<file path="src/design/sstq_pkg.sv">
// Shared constants, codes and types of the sorted sleep timer queue.
`default_nettype none

package sstq_pkg;

   localparam int QUEUE_DEPTH = 8;
   localparam int MAX_RESULTS = 8;

   localparam int ADDR_W = (QUEUE_DEPTH > 1) ? $clog2(QUEUE_DEPTH) : 1;
   localparam int IDX_W  = $clog2(QUEUE_DEPTH + 1);
   localparam int NRES_W = $clog2(MAX_RESULTS + 1);

   localparam int CMD_W    = 2;
   localparam int TASK_W   = 3;
   localparam int TICKS_W  = 16;
   localparam int TIME_W   = 32;
   localparam int STATUS_W = 2;

   localparam logic [CMD_W-1:0] CMD_ADD    = 2'd0;
   localparam logic [CMD_W-1:0] CMD_REMOVE = 2'd1;
   localparam logic [CMD_W-1:0] CMD_TICK   = 2'd2;

   localparam logic [STATUS_W-1:0] ST_DONE     = 2'd0;
   localparam logic [STATUS_W-1:0] ST_WOKEN    = 2'd1;
   localparam logic [STATUS_W-1:0] ST_FULL     = 2'd2;
   localparam logic [STATUS_W-1:0] ST_NOTFOUND = 2'd3;

   typedef struct packed {
      logic [CMD_W-1:0]   command;
      logic [TASK_W-1:0]  task_id;
      logic [TICKS_W-1:0] sleep_ticks;
      logic [TIME_W-1:0]  now_time;
   } req_item_type;

   typedef struct packed {
      logic [TASK_W-1:0]  tid;
      logic [TICKS_W-1:0] remaining;
      logic [TIME_W-1:0]  stamp;
   } entry_type;

   typedef enum logic [2:0] {
      DP_NONE,
      DP_LOAD,
      DP_INSERT,
      DP_DROP,
      DP_AGE
   } dp_op_type;

   typedef struct packed {
      dp_op_type             op;
      logic [IDX_W-1:0]      idx;
      logic                  res_load;
      logic [STATUS_W-1:0]   res_status;
      logic                  res_last;
   } ctrl_cmd_type;

   typedef struct packed {
      logic [CMD_W-1:0] command;
      logic [IDX_W-1:0] count;
      logic             rem_lt;
      logic             task_match;
      logic             head_zero;
      logic             next_zero;
      logic             out_free;
   } dp_status_type;

endpackage

`default_nettype wire

</file>
<file path="src/design/sstq_if.sv">
// Request and response channel interfaces of the sorted sleep timer queue.
`default_nettype none

interface sstq_req_if;
   logic                          valid;
   logic                          ready;
   logic [sstq_pkg::CMD_W-1:0]    command;
   logic [sstq_pkg::TASK_W-1:0]   task_id;
   logic [sstq_pkg::TICKS_W-1:0]  sleep_ticks;
   logic [sstq_pkg::TIME_W-1:0]   now_time;

   modport source (output valid, command, task_id, sleep_ticks, now_time, input ready);
   modport sink   (input valid, command, task_id, sleep_ticks, now_time, output ready);
endinterface

interface sstq_rsp_if;
   logic                          valid;
   logic                          ready;
   logic [sstq_pkg::STATUS_W-1:0] status;
   logic [sstq_pkg::TASK_W-1:0]   woken_task;
   logic                          last_result;

   modport source (output valid, status, woken_task, last_result, input ready);
   modport sink   (input valid, status, woken_task, last_result, output ready);
endinterface

`default_nettype wire

</file>
<file path="src/design/sstq_datapath.sv">
// Datapath of the sorted sleep timer queue: entries, item latch and result register.
`default_nettype none

module sstq_datapath (
   input  wire logic                          clock,
   input  wire logic                          reset,
   input  wire sstq_pkg::req_item_type        req_item,
   input  wire sstq_pkg::ctrl_cmd_type        ctl,
   output sstq_pkg::dp_status_type            stat,
   input  wire logic                          rsp_ready,
   output logic                               rsp_valid,
   output logic [sstq_pkg::STATUS_W-1:0]      rsp_status,
   output logic [sstq_pkg::TASK_W-1:0]        rsp_woken_task,
   output logic                               rsp_last_result
);

   sstq_pkg::entry_type                    entry_ff [sstq_pkg::QUEUE_DEPTH];
   sstq_pkg::entry_type                    entry_in [sstq_pkg::QUEUE_DEPTH];
   logic [sstq_pkg::IDX_W-1:0]             count_ff, count_in;
   sstq_pkg::req_item_type                 item_ff, item_in;
   logic                                   out_valid_ff, out_valid_in;
   logic [sstq_pkg::STATUS_W-1:0]          out_status_ff, out_status_in;
   logic [sstq_pkg::TASK_W-1:0]            out_task_ff, out_task_in;
   logic                                   out_last_ff, out_last_in;
   logic [sstq_pkg::ADDR_W-1:0]            addr;
   logic [sstq_pkg::TIME_W-1:0]            elapsed;

   assign addr    = ctl.idx[sstq_pkg::ADDR_W-1:0];
   assign elapsed = item_ff.now_time - entry_ff[addr].stamp;

   always_comb begin
      entry_in = entry_ff;
      count_in = count_ff;
      item_in  = item_ff;
      case (ctl.op)
         sstq_pkg::DP_LOAD: begin
            item_in = req_item;
         end
         sstq_pkg::DP_INSERT: begin
            for (int j = 1; j < sstq_pkg::QUEUE_DEPTH; j++) begin
               if (sstq_pkg::IDX_W'(j) > ctl.idx) begin
                  entry_in[j] = entry_ff[j-1];
               end
            end
            entry_in[addr].tid       = item_ff.task_id;
            entry_in[addr].remaining = item_ff.sleep_ticks;
            entry_in[addr].stamp     = item_ff.now_time;
            count_in = count_ff + 1'b1;
         end
         sstq_pkg::DP_DROP: begin
            for (int j = 0; j < sstq_pkg::QUEUE_DEPTH - 1; j++) begin
               if (sstq_pkg::IDX_W'(j) >= ctl.idx) begin
                  entry_in[j] = entry_ff[j+1];
               end
            end
            count_in = count_ff - 1'b1;
         end
         sstq_pkg::DP_AGE: begin
            if (elapsed >= {{(sstq_pkg::TIME_W-sstq_pkg::TICKS_W){1'b0}},
                            entry_ff[addr].remaining}) begin
               entry_in[addr].remaining = '0;
            end else begin
               entry_in[addr].remaining = entry_ff[addr].remaining
                                          - elapsed[sstq_pkg::TICKS_W-1:0];
            end
            entry_in[addr].stamp = item_ff.now_time;
         end
         default: begin
         end
      endcase
   end

   always_comb begin
      out_valid_in  = out_valid_ff;
      out_status_in = out_status_ff;
      out_task_in   = out_task_ff;
      out_last_in   = out_last_ff;
      if (ctl.res_load) begin
         out_valid_in  = 1'b1;
         out_status_in = ctl.res_status;
         out_task_in   = (ctl.res_status == sstq_pkg::ST_WOKEN) ? entry_ff[0].tid : '0;
         out_last_in   = ctl.res_last;
      end else if (rsp_ready) begin
         out_valid_in = 1'b0;
      end
   end

   always_ff @(posedge clock) begin
      entry_ff      <= entry_in;
      item_ff       <= item_in;
      out_status_ff <= out_status_in;
      out_task_ff   <= out_task_in;
      out_last_ff   <= out_last_in;
      if (reset) begin
         count_ff     <= '0;
         out_valid_ff <= 1'b0;
      end else begin
         count_ff     <= count_in;
         out_valid_ff <= out_valid_in;
      end
   end

   always_comb begin
      stat.command    = item_ff.command;
      stat.count      = count_ff;
      stat.rem_lt     = entry_ff[addr].remaining < item_ff.sleep_ticks;
      stat.task_match = entry_ff[addr].tid == item_ff.task_id;
      stat.head_zero  = entry_ff[0].remaining == '0;
      stat.next_zero  = entry_ff[1].remaining == '0;
      stat.out_free   = !out_valid_ff || rsp_ready;
   end

   assign rsp_valid       = out_valid_ff;
   assign rsp_status      = out_status_ff;
   assign rsp_woken_task  = out_task_ff;
   assign rsp_last_result = out_last_ff;

endmodule

`default_nettype wire

</file>
<file path="src/design/sstq_controller.sv">
// Controller state machine of the sorted sleep timer queue.
`default_nettype none

module sstq_controller (
   input  wire logic                   clock,
   input  wire logic                   reset,
   input  wire logic                   req_valid,
   output logic                        req_ready,
   input  wire sstq_pkg::dp_status_type stat,
   output sstq_pkg::ctrl_cmd_type      ctl
);

   typedef enum logic [5:0] {
      S_IDLE     = 6'b000001,
      S_DISPATCH = 6'b000010,
      S_ADD_SCAN = 6'b000100,
      S_REM_SCAN = 6'b001000,
      S_AGE      = 6'b010000,
      S_POP      = 6'b100000
   } state_type;

   state_type                     state_ff, state_in;
   logic [sstq_pkg::IDX_W-1:0]    idx_ff, idx_in;
   logic [sstq_pkg::NRES_W-1:0]   n_ff, n_in;
   logic                          more;

   assign more = (n_ff < sstq_pkg::NRES_W'(sstq_pkg::MAX_RESULTS - 1))
                 && (stat.count > sstq_pkg::IDX_W'(1)) && stat.next_zero;

   always_comb begin
      state_in       = state_ff;
      idx_in         = idx_ff;
      n_in           = n_ff;
      req_ready      = 1'b0;
      ctl.op         = sstq_pkg::DP_NONE;
      ctl.idx        = idx_ff;
      ctl.res_load   = 1'b0;
      ctl.res_status = sstq_pkg::ST_DONE;
      ctl.res_last   = 1'b1;
      case (state_ff)
         S_IDLE: begin
            req_ready = 1'b1;
            if (req_valid) begin
               ctl.op   = sstq_pkg::DP_LOAD;
               idx_in   = '0;
               n_in     = '0;
               state_in = S_DISPATCH;
            end
         end
         S_DISPATCH: begin
            case (stat.command)
               sstq_pkg::CMD_ADD: begin
                  if (stat.count != sstq_pkg::IDX_W'(sstq_pkg::QUEUE_DEPTH)) begin
                     state_in = S_ADD_SCAN;
                  end else if (stat.out_free) begin
                     ctl.res_load   = 1'b1;
                     ctl.res_status = sstq_pkg::ST_FULL;
                     state_in       = S_IDLE;
                  end
               end
               sstq_pkg::CMD_REMOVE: begin
                  state_in = S_REM_SCAN;
               end
               sstq_pkg::CMD_TICK: begin
                  state_in = S_AGE;
               end
               default: begin
                  if (stat.out_free) begin
                     ctl.res_load = 1'b1;
                     state_in     = S_IDLE;
                  end
               end
            endcase
         end
         S_ADD_SCAN: begin
            if (idx_ff < stat.count && stat.rem_lt) begin
               idx_in = idx_ff + 1'b1;
            end else if (stat.out_free) begin
               ctl.op       = sstq_pkg::DP_INSERT;
               ctl.res_load = 1'b1;
               state_in     = S_IDLE;
            end
         end
         S_REM_SCAN: begin
            if (idx_ff == stat.count) begin
               if (stat.out_free) begin
                  ctl.res_load   = 1'b1;
                  ctl.res_status = sstq_pkg::ST_NOTFOUND;
                  state_in       = S_IDLE;
               end
            end else if (stat.task_match) begin
               if (stat.out_free) begin
                  ctl.op       = sstq_pkg::DP_DROP;
                  ctl.res_load = 1'b1;
                  state_in     = S_IDLE;
               end
            end else begin
               idx_in = idx_ff + 1'b1;
            end
         end
         S_AGE: begin
            if (idx_ff < stat.count) begin
               ctl.op = sstq_pkg::DP_AGE;
               idx_in = idx_ff + 1'b1;
            end else begin
               idx_in   = '0;
               state_in = S_POP;
            end
         end
         S_POP: begin
            ctl.idx = '0;
            if (stat.out_free) begin
               ctl.res_load = 1'b1;
               if (stat.count != '0 && stat.head_zero) begin
                  ctl.op         = sstq_pkg::DP_DROP;
                  ctl.res_status = sstq_pkg::ST_WOKEN;
                  ctl.res_last   = !more;
                  n_in           = n_ff + 1'b1;
                  if (!more) begin
                     state_in = S_IDLE;
                  end
               end else begin
                  state_in = S_IDLE;
               end
            end
         end
         default: begin
            state_in = S_IDLE;
         end
      endcase
   end

   always_ff @(posedge clock) begin
      if (reset) begin
         state_ff <= S_IDLE;
         idx_ff   <= '0;
         n_ff     <= '0;
      end else begin
         state_ff <= state_in;
         idx_ff   <= idx_in;
         n_ff     <= n_in;
      end
   end

   a_insert_not_full: assert property (@(posedge clock) disable iff (reset)
      ctl.op == sstq_pkg::DP_INSERT
      |-> stat.count < sstq_pkg::IDX_W'(sstq_pkg::QUEUE_DEPTH))
      else $error("insert issued into a full queue");

   a_drop_not_empty: assert property (@(posedge clock) disable iff (reset)
      ctl.op == sstq_pkg::DP_DROP |-> stat.count != '0)
      else $error("drop issued on an empty queue");

   a_result_slot_free: assert property (@(posedge clock) disable iff (reset)
      ctl.res_load |-> stat.out_free)
      else $error("result loaded over an item not yet taken");

   a_wake_bound: assert property (@(posedge clock) disable iff (reset)
      n_ff <= sstq_pkg::NRES_W'(sstq_pkg::MAX_RESULTS))
      else $error("too many wakes in one tick");

endmodule

`default_nettype wire

</file>
<file path="src/design/sorted_sleep_timer_queue.sv">
// Top level of the sorted sleep timer queue: controller, datapath and channel wiring.
// An item is taken only in idle and decoded in dispatch; a scan then visits one entry a cycle.
// Add scans to its insert position and remove to its match position; tick ages every entry,
// then pops one woken task a cycle. A stalled result register holds the sequencer.
// Synchronous reset empties the queue and the result register; entry contents stay undefined.
`default_nettype none

module sorted_sleep_timer_queue (
   input  wire logic  clock,
   input  wire logic  reset,
   sstq_req_if.sink   req_chan,
   sstq_rsp_if.source rsp_chan
);

   sstq_pkg::req_item_type  req_item;
   sstq_pkg::ctrl_cmd_type  ctl;
   sstq_pkg::dp_status_type stat;
   logic                    req_ready;

   always_comb begin
      req_item.command     = req_chan.command;
      req_item.task_id     = req_chan.task_id;
      req_item.sleep_ticks = req_chan.sleep_ticks;
      req_item.now_time    = req_chan.now_time;
   end

   assign req_chan.ready = req_ready;

   sstq_controller u_controller (
      .clock     (clock),
      .reset     (reset),
      .req_valid (req_chan.valid),
      .req_ready (req_ready),
      .stat      (stat),
      .ctl       (ctl)
   );

   sstq_datapath u_datapath (
      .clock           (clock),
      .reset           (reset),
      .req_item        (req_item),
      .ctl             (ctl),
      .stat            (stat),
      .rsp_ready       (rsp_chan.ready),
      .rsp_valid       (rsp_chan.valid),
      .rsp_status      (rsp_chan.status),
      .rsp_woken_task  (rsp_chan.woken_task),
      .rsp_last_result (rsp_chan.last_result)
   );

endmodule

`default_nettype wire

</file>
<file path="src/flat_wrapper.sv">
// flat-port wrapper written by rule: the top's interface ports become plain ports
module sorted_sleep_timer_queue_flat 
  (clock, reset, req_chan_valid, req_chan_command, req_chan_task_id, req_chan_sleep_ticks, req_chan_now_time, req_chan_ready, rsp_chan_valid, rsp_chan_status, rsp_chan_woken_task, rsp_chan_last_result, rsp_chan_ready);
  sstq_req_if req_chan_i ();
  sstq_rsp_if rsp_chan_i ();
  input  wire logic clock;
  input  wire logic reset;
  input wire logic [$bits(req_chan_i.valid)-1:0] req_chan_valid;
  input wire logic [$bits(req_chan_i.command)-1:0] req_chan_command;
  input wire logic [$bits(req_chan_i.task_id)-1:0] req_chan_task_id;
  input wire logic [$bits(req_chan_i.sleep_ticks)-1:0] req_chan_sleep_ticks;
  input wire logic [$bits(req_chan_i.now_time)-1:0] req_chan_now_time;
  output wire logic [$bits(req_chan_i.ready)-1:0] req_chan_ready;
  output wire logic [$bits(rsp_chan_i.valid)-1:0] rsp_chan_valid;
  output wire logic [$bits(rsp_chan_i.status)-1:0] rsp_chan_status;
  output wire logic [$bits(rsp_chan_i.woken_task)-1:0] rsp_chan_woken_task;
  output wire logic [$bits(rsp_chan_i.last_result)-1:0] rsp_chan_last_result;
  input wire logic [$bits(rsp_chan_i.ready)-1:0] rsp_chan_ready;
  assign req_chan_i.valid = req_chan_valid;
  assign req_chan_i.command = req_chan_command;
  assign req_chan_i.task_id = req_chan_task_id;
  assign req_chan_i.sleep_ticks = req_chan_sleep_ticks;
  assign req_chan_i.now_time = req_chan_now_time;
  assign req_chan_ready = req_chan_i.ready;
  assign rsp_chan_valid = rsp_chan_i.valid;
  assign rsp_chan_status = rsp_chan_i.status;
  assign rsp_chan_woken_task = rsp_chan_i.woken_task;
  assign rsp_chan_last_result = rsp_chan_i.last_result;
  assign rsp_chan_i.ready = rsp_chan_ready;
  sorted_sleep_timer_queue u_core (.clock(clock), .reset(reset), .req_chan(req_chan_i), .rsp_chan(rsp_chan_i));
endmodule
</file>
<file path="config.mk">
export PLATFORM = sky130hd
export DESIGN_NAME = sorted_sleep_timer_queue_flat
export DESIGN_NICKNAME = d
export VERILOG_FILES = /design/src/design/sstq_pkg.sv /design/src/design/sstq_if.sv /design/src/design/sstq_datapath.sv /design/src/design/sstq_controller.sv /design/src/design/sorted_sleep_timer_queue.sv /design/src/flat_wrapper.sv
export SDC_FILE = /design/constraint.sdc
export NUM_CORES = 2
export LEC_CHECK = 0
export BUFFER_PORTS_ARGS = -buffer_cell sky130_fd_sc_hd__buf_2
export CELL_PAD_IN_SITES_DETAIL_PLACEMENT = 1
export CELL_PAD_IN_SITES_GLOBAL_PLACEMENT = 2
export CORE_ASPECT_RATIO = 2
export CORE_MARGIN = 2
export CORE_UTILIZATION = 35
export CTS_CLUSTER_DIAMETER = 80
export DETAILED_ROUTE_END_ITERATION = 10
export HOLD_SLACK_MARGIN = 0.06
export PLACE_DENSITY = 0.8
export SLEW_MARGIN = 20
export SYNTH_ARGS = -nofsm -noshare
export SYNTH_HDL_FRONTEND = slang
export SYNTH_SLANG_ARGS = --single-unit
export TNS_END_PERCENT = 50
</file>
<file path="constraint.sdc">
create_clock -name clock -period 8.71 [get_ports clock]
set_clock_uncertainty 0.1 [all_clocks]
set_input_delay 1.3065 -clock clock [delete_from_list [all_inputs] [get_ports clock]]
set_output_delay 1.3065 -clock clock [all_outputs]
set_load 0.005 [all_outputs]
</file>
; ---- Word level (Yosys, flattened, before mapping)
; Index checks and enable logic that the tools add are counted.
; W data, S select, Z words.
[op_classes]
addsub = 6
n_lt_le_gt_ge = 21
n_eq_ne = 33
mux = 90
n_bitwise = 1
n_reduce_logical = 30
[ops]
columns = op, n
row1 = $bwmux W408, 6
row2 = $mux W51, 24
row3 = $pmux W357 S3, 1
row4 = $mux W408, 2
row5 = $demux W51 S3, 3
row6 = $bmux W51 S3, 1
row7 = $pmux W51 S2, 1
row8 = $mux W6, 10
row9 = $mux W48, 1
row10 = $mux W4, 9
row11 = $pmux W6 S6, 1
row12 = $ge A32 B16 Y1, 1
row13 = $logic_not A16 Y1, 2
row14 = $mux W32, 1
row15 = $sub A32 B32 Y32, 1
row16 = $ne A2 B2 Y1 const B, 14
row17 = $mux W2, 10
row18 = $pmux W6 S3, 1
row19 = $gt A3 B4 Y1 const A, 4
row20 = $lt A16 B16 Y1, 1
row21 = $pmux W4 S2, 2
row22 = $pmux W4 S4, 1
row23 = $sub A16 B16 Y16, 1
row24 = $pmux W3 S5, 1
row25 = 48 further kinds, 82
[word_totals]
register_bits = 486
inputBits = 57
output_inout_bits = 8
word_cells = 217

; ---- Depth between registers and ports, before layout
[logic_depth]
ltp_word = 16
depth_mapped = 36
mapped_depth_nobuf = 29

; ---- Cells and area by module
; Synthesis repeated with hierarchy kept, for this count alone.
[unflattened]
cells_unflattened = 3576
hier_area_um2 = 33703.6
[by_module_without_submodules]
columns = module, instances, cells_per_inst, area_each_um2, seq_area_each_um2
row1 = sstq_datapath, 1, 3431, 32553.7, 14123.5
row2 = sstq_controller, 1, 145, 1149.9, 280.3

; ---- Worst setup path before layout
; Ideal clock, no wire load.
[synth_path]
kind = reg2reg
start = reg u_core.u_controller.idx_ff[0] (netlist bit)
end = reg u_core.u_datapath.entry_ff[102] (netlist bit), enable pin
setup_time_ns = 0.523
arrival_ns = 7.297
required_time_ns = 8.087
path_slack_ns = 0.791
stages_incl_launch_ff = 19
path_buffers = 4
period_less_slack_ns = 7.919
cell_sequence = dfxtp_1 > buf_2 > buf_2 > clkbuf_1 > buf_1 > mux2i_1 > a22o_1 > a221oi_1 > ha_1 > a21o_1 > a21o_1 > a211oi_1 > or3_1 > o2111ai_1 > nor2b_4 > nand2_1 > nand2_1 > nor2_1 > nor3_1
[synth_via]
elab_chain_cells = 12
elab_cells_between_ends = 22
cone_classes = order compare: 3 / eq/ne: 6 / mux: 9 / bitwise: 1 / reduce/logical: 3
[synth_lines]
columns = element, line_no
row1 = from (decl), sstq_controller.sv:23  ; logic [sstq_pkg::IDX_W-1:0] idx_ff, idx_in;
row2 = from (signal assigned), sstq_controller.sv:140  ; idx_ff <= idx_in;
row3 = $mux W4, sstq_controller.sv:40  ; case (state_ff)
row4 = $not A3 Y4 (not written as such), "sstq_datapath.sv:106, sstq_datapath.sv:107"
row5 = $bmux W51 S3, "sstq_datapath.sv:106, sstq_datapath.sv:107"
row6 = $mux W51 (not written as such) (2 in a row), sstq_datapath.sv:107  ; stat.task_match = entry_ff[addr].tid == item_ff.task_id;
row7 = $lt A16 B16 Y1 / $eq A3 B3 Y1 (equally long branches), "sstq_datapath.sv:106, sstq_datapath.sv:107"
row8 = $logic_and A1 B1 Y1 / $mux W2 (equally long branches), "sstq_controller.sv:76, sstq_controller.sv:91"
row9 = "$mux W2, on equally long branches", "sstq_controller.sv:76, sstq_controller.sv:85"
row10 = $pmux W3 S5, sstq_controller.sv:40
row11 = $eq A3 B2 Y1 / $eq A3 B3 Y1 (equally long branches), sstq_datapath.sv:35  ; case (ctl.op)
row12 = $ne A2 B2 Y1 (no line) / $reduce_bool A3 Y1 (equally long branches), n/a
row13 = $reduce_and A2 Y1 (no line) *, n/a
row14 = to (signal assigned), sstq_datapath.sv:89  ; entry_ff <= entry_in;
row15 = to (decl), sstq_datapath.sv:17  ; sstq_pkg::entry_type entry_ff [sstq_pkg::QUEUE_DEPTH];
; Mark *: on every way between the ends. The rest lies on a longest branch, timed or not. The select of a mux whose other input is x is not followed.
; A chain may end at the register's enable or synchronous reset.

==> Flow_metrics.wiki <==
{| class="wikitable"
! Metric !! Value
|-
| Fill cell count || 11.07k
|-
| Via count of the first global-routing pass || 35.28k
|-
| Cell Pwr Density || 186.4 nW/um^2
|-
| Terminus of the critical flop-to-flop path || u_core.u_datapath.entry_ff[39]
|-
| Worst Hold Depth || 2
|-
| Class of the tightest hold or removal check || flop to flop
|-
| Grt total ovfl || 0
|-
| Portion of synthesized cell area occupied by the leading cell type || 41.19%
|-
| Number of DRC violations after detailed-routing iteration 0 || 3798
|-
| Category of cells accounting for the largest share of critical-path delay || compound AO/OA/AOI/OAI gates
|-
| Post-Route Setup TNS || 0 ns
|-
| Maximum fanout encountered on the critical timing path || 19
|-
| Starting density of the core || 35.36%
|-
| Depth of the CTS H-tree || 2
|-
| Mapped Cells || 3844
|-
| Number of synthesized flops with an enable pin || 467
|-
| Clock latency at the later pin of the worst-skew pair || 0.69 ns
|-
| Sequential Power Share || 41.6%
|-
| Ports placed on the boundary || 65
|-
| Top library cells by usage in the layout, fill and taps aside || 599 x sky130_fd_sc_hd__nand2_1, 468 x sky130_fd_sc_hd__a21oi_1, 467 x sky130_fd_sc_hd__edfxtp_1, 325 x sky130_fd_sc_hd__a22oi_1, 311 x sky130_fd_sc_hd__o21ai_0
|-
| Buffers inserted by post-CTS timing repair || 0
|-
| Flops & latches, synth || 486
|-
| Area taken by flip-flops and latches || 14410 sq um
|-
| Setup repair after global routing missed its margin || false
|-
| Max rail drop VDD || 0.0001404 V
|-
| Minimum setup slack among reg-to-reg paths || 0.74 ns
|-
| Netlist area before placement || 34050 sq um
|-
| Startpoint of the lowest-slack register-to-register path || u_core.u_controller.state_ff[1]
|-
| DPL Wire Length || 104900 um
|-
| Critical Path Slowest Stage Cell || sky130_fd_sc_hd__a221oi_1
|-
| Core region area || 96290 sq um
|-
| Type of element capturing the critical path || flop
|-
| Via count of the routed design || 34.25k
|-
| Clock Tree Root || sky130_fd_sc_hd__clkbuf_16
|-
| Net Sw Frac || 36.70%
|-
| Period utilization || 91.53%
|-
| Max-cap violation count || 0
|-
| Signed area change from the synthesized netlist to the final layout || 9.701%
|-
| Leading cell type in the layout, fill and taps excluded || sky130_fd_sc_hd__nand2_1
|-
| Total area of multi-input combinational cells || 18160 sq um
|-
| Tmin final || 7.972 ns
|-
| Routed via count divided by cell count || 6.899
|-
| Final max-slew violation count || 0
|-
| Detail-routed net length per standard cell || 33.40 um
|-
| Global placer's final weighted congestion || 0.9692
|-
| Slew @ Worst Pin || 1.173 ns
|-
| Required @ worst endpoint || 9.10 ns
|-
| Depth of the critical timing path with buffers and inverters included || 27
|-
| PnR worst setup slack || 0.7381 ns
|-
| Post-synthesis sequential area ratio || 42.30%
|-
| Net total in the final layout || 3844
|-
| Pre-CTS setup slack || 0.9789 ns
|-
| Data arrival time of the worst path || 8.36 ns
|-
| Worst r2r path cells || 27
|-
| Initial antenna violation count || 3
|-
| Top cells by area, synth || sky130_fd_sc_hd__edfxtp_1 41%, sky130_fd_sc_hd__a22oi_1 7.2%, sky130_fd_sc_hd__a21oi_1 6.9%
|-
| CTS tree || yes
|-
| Ys flop type || sky130_fd_sc_hd__edfxtp_1
|-
| Number of I/O port buffers || 64
|-
| Num CTS Buffers || 52
|-
| Overall die area || 99940 sq um
|-
| Vertical die dimension || 445.1 um
|-
| Proportion of synthesized flip-flops having asynchronous set or reset || 0%
|-
| Switching power || 2555 uW
|-
| Slowest Stage Delay on Critical Path || 0.59 ns
|-
| Fraction of layout cells with a size suffix above 1 || 9.113%
|-
| Startpoint of the most critical setup path || u_core.u_controller.state_ff[1]
|-
| Outcome || complete, no violations
|-
| Remaining number of nets flagged by the antenna check after routing || 0
|-
| Cell taking the most area after synthesis || sky130_fd_sc_hd__edfxtp_1
|-
| Buffers from clock root to sink, at most || 3
|-
| End point of the critical path || u_core.u_datapath.entry_ff[39]
|-
| First-pass iteration count of the detailed router || 6
|-
| Syn_area_per_cell || 8.858 sq um
|-
| Tightest slew margin relative to the limit || 21.77%
|-
| Overall track demand over capacity in global routing || 32.42%
|-
| Critical path launch point type || flop
|-
| Peak Freq || 125.4 MHz
|-
| Final std cells w/o fill || 4965
|-
| Maximum number of pins on one net before global-route repair || 183
|-
| WL final || 165900 um
|-
| Internal power summed over all cells || 4406 uW
|-
| Fraction of power consumed by the clock network || 32.9%
|-
| Synthesized net count || 3989
|-
| Die boundary width || 224.5 um
|-
| CTS resizes || 0
|-
| Clock slew at reported path FFs || 0.07 ns
|-
| Number of unique standard cell types used by synthesis || 83
|-
| Cts hold-fix bufs || 0
|-
| Row Count || 161
|-
| Static leakage || 0.01269 uW
|-
| Buffers plus inverters on the worst setup path || 2
|-
| Count of placed standard cells including taps || 4866
|-
| First-pass GRT wire length || 240800 um
|-
| Logic gate share of total power || 25.5%
|-
| Number of DRC violations after detailed routing || 0
|-
| CTS sink cnt || 486
|-
| Yosys Warn Count || 0
|-
| Hold Vio Cnt, Final || 0
|-
| Final setup vio count || 0
|-
| Type of the setup path with the least slack || flop to flop
|}
-- worst reg2reg max path, delay by kind of cell (launching register included) --
kind,cells,cell delay [ns]
AOI/OAI and AO/OA,13,3.34
xor gates and xnor gates,1,0.16
adders and majority gates,2,0.76
buffers and inverters,2,0.61
DFF,1,0.37
and+or+nand+nor,9,2.43
-- registers in the layout, summed over array words and instances (netlist names) --
register	flops
u_core.u_datapath.rsp_valid	1
u_core.u_datapath.rsp_last_result	1
u_core.u_datapath.rsp_woken_task	3
u_core.u_controller.n_ff	4
u_core.u_datapath.stat	2
u_core.u_datapath.count_ff	4
u_core.u_controller.state_ff	6
u_core.u_datapath.entry_ff	408
u_core.u_datapath.item_ff	51
u_core.u_datapath.rsp_status	2
u_core.u_controller.idx_ff	4
-- kinds of logic (layout without fill, tap and decap cells) --
family                     after synthesis  count (layout)  synth area share (%)
xor gates and xnor gates                33              33                0.8488
adders and majority gates               88              88                 3.278
DFF                                    486             486                 42.30
AOI/OAI and AO/OA                     1639            1639                 31.21
buffers and inverters                  462             360                 5.303
and+or+nand+nor                        993             993                 12.55
muxes                                  143             143                 4.509
other                                    0               1                     0
-- stage by stage --
stage | total power [uW] | instance area, sq um | hold WS (ns) | utilization [%]
after detailed placement | 4681 | 35710 | 0.4017 | 37.09
after CTS | 6949 | 37320 | 0.4154 | 38.76
after global placement | 4667 | 35680 | 0.3813 | 37.06
after floorplan | 3914 | 34050 | 0.3669 | -
after global routing | 7158 | 37350 | 0.4581 | 38.79
final | 6962 | 37350 | 0.4146 | 38.79
-- Yosys cell counts, drive strengths merged (8+ instances only) --
master / number
a21oi: 473
o31ai: 127
xnor2: 17
a22o: 54
mux2i: 132
or3: 9
a32oi: 23
a22oi: 326
and2: 35
edfxtp: 467
a21o: 30
a31oi: 32
ha: 86
o21ai: 321
nor2b: 18
dfxtp: 19
and3: 10
nor4: 10
clkbuf: 323
mux4: 8
buf: 66
a221oi: 120
nand2: 609
nand2b: 20
a222oi: 16
o22ai: 12
nor3: 70
nor2: 151
a211oi: 46
inv: 73
nand3: 25
xor2: 16
nand4: 13
-- power groups by stage --
| stage | Clock, uW | Combinational (uW) | Sequential (uW) |
|---|---|---|---|
| after global placement | 0 | 1730 | 2940 |
| after CTS | 2310 | 1750 | 2890 |
| final | 2290 | 1770 | 2900 |
| after floorplan | 0 | 1140 | 2770 |
| after detailed placement | 0 | 1740 | 2940 |
| after global routing | 2380 | 1880 | 2900 |
-- cell type report --
type | instances | area share (%)
Clock buffer | 62 | 3.641
Inverter | 73 | 0.7336
Sequential cell | 486 | 38.57
Clock inverter | 35 | 0.6633
Multi-Input combinational cell | 2896 | 48.62
Timing Repair Buffer | 190 | 3.671
Antenna cell | 1 | 0.006699
Tap cell | 1222 | 4.093
-- worst min path at each step --
| stage | slack, ns | from | end |
|---|---|---|---|
| global route | 0.46 | u_core.u_controller.n_ff[0] | u_core.u_controller.n_ff[0] |
| CTS | 0.42 | u_core.u_controller.n_ff[1] | u_core.u_controller.n_ff[1] |
| floorplan | 0.37 | u_core.u_controller.n_ff[0] | u_core.u_controller.n_ff[0] |
| detailed placement | 0.40 | u_core.u_controller.n_ff[1] | u_core.u_controller.n_ff[1] |
| finish | 0.41 | u_core.u_controller.n_ff[1] | u_core.u_controller.n_ff[1] |
| global placement | 0.38 | u_core.u_controller.n_ff[1] | u_core.u_controller.n_ff[1] |
-- routing by layer --
metal	vias to the layer above	share of wire (%)	routed length, um	GRT usage, %
met5	-	0	0	0
met4	0	9.0	14990	25.29
met3	686	6.6	10900	4.627
met2	1849	50	82690	56.74
met1	17299	35	57270	34.94
li1	14418	-	-	-
(Power assumes the default switching activity.)
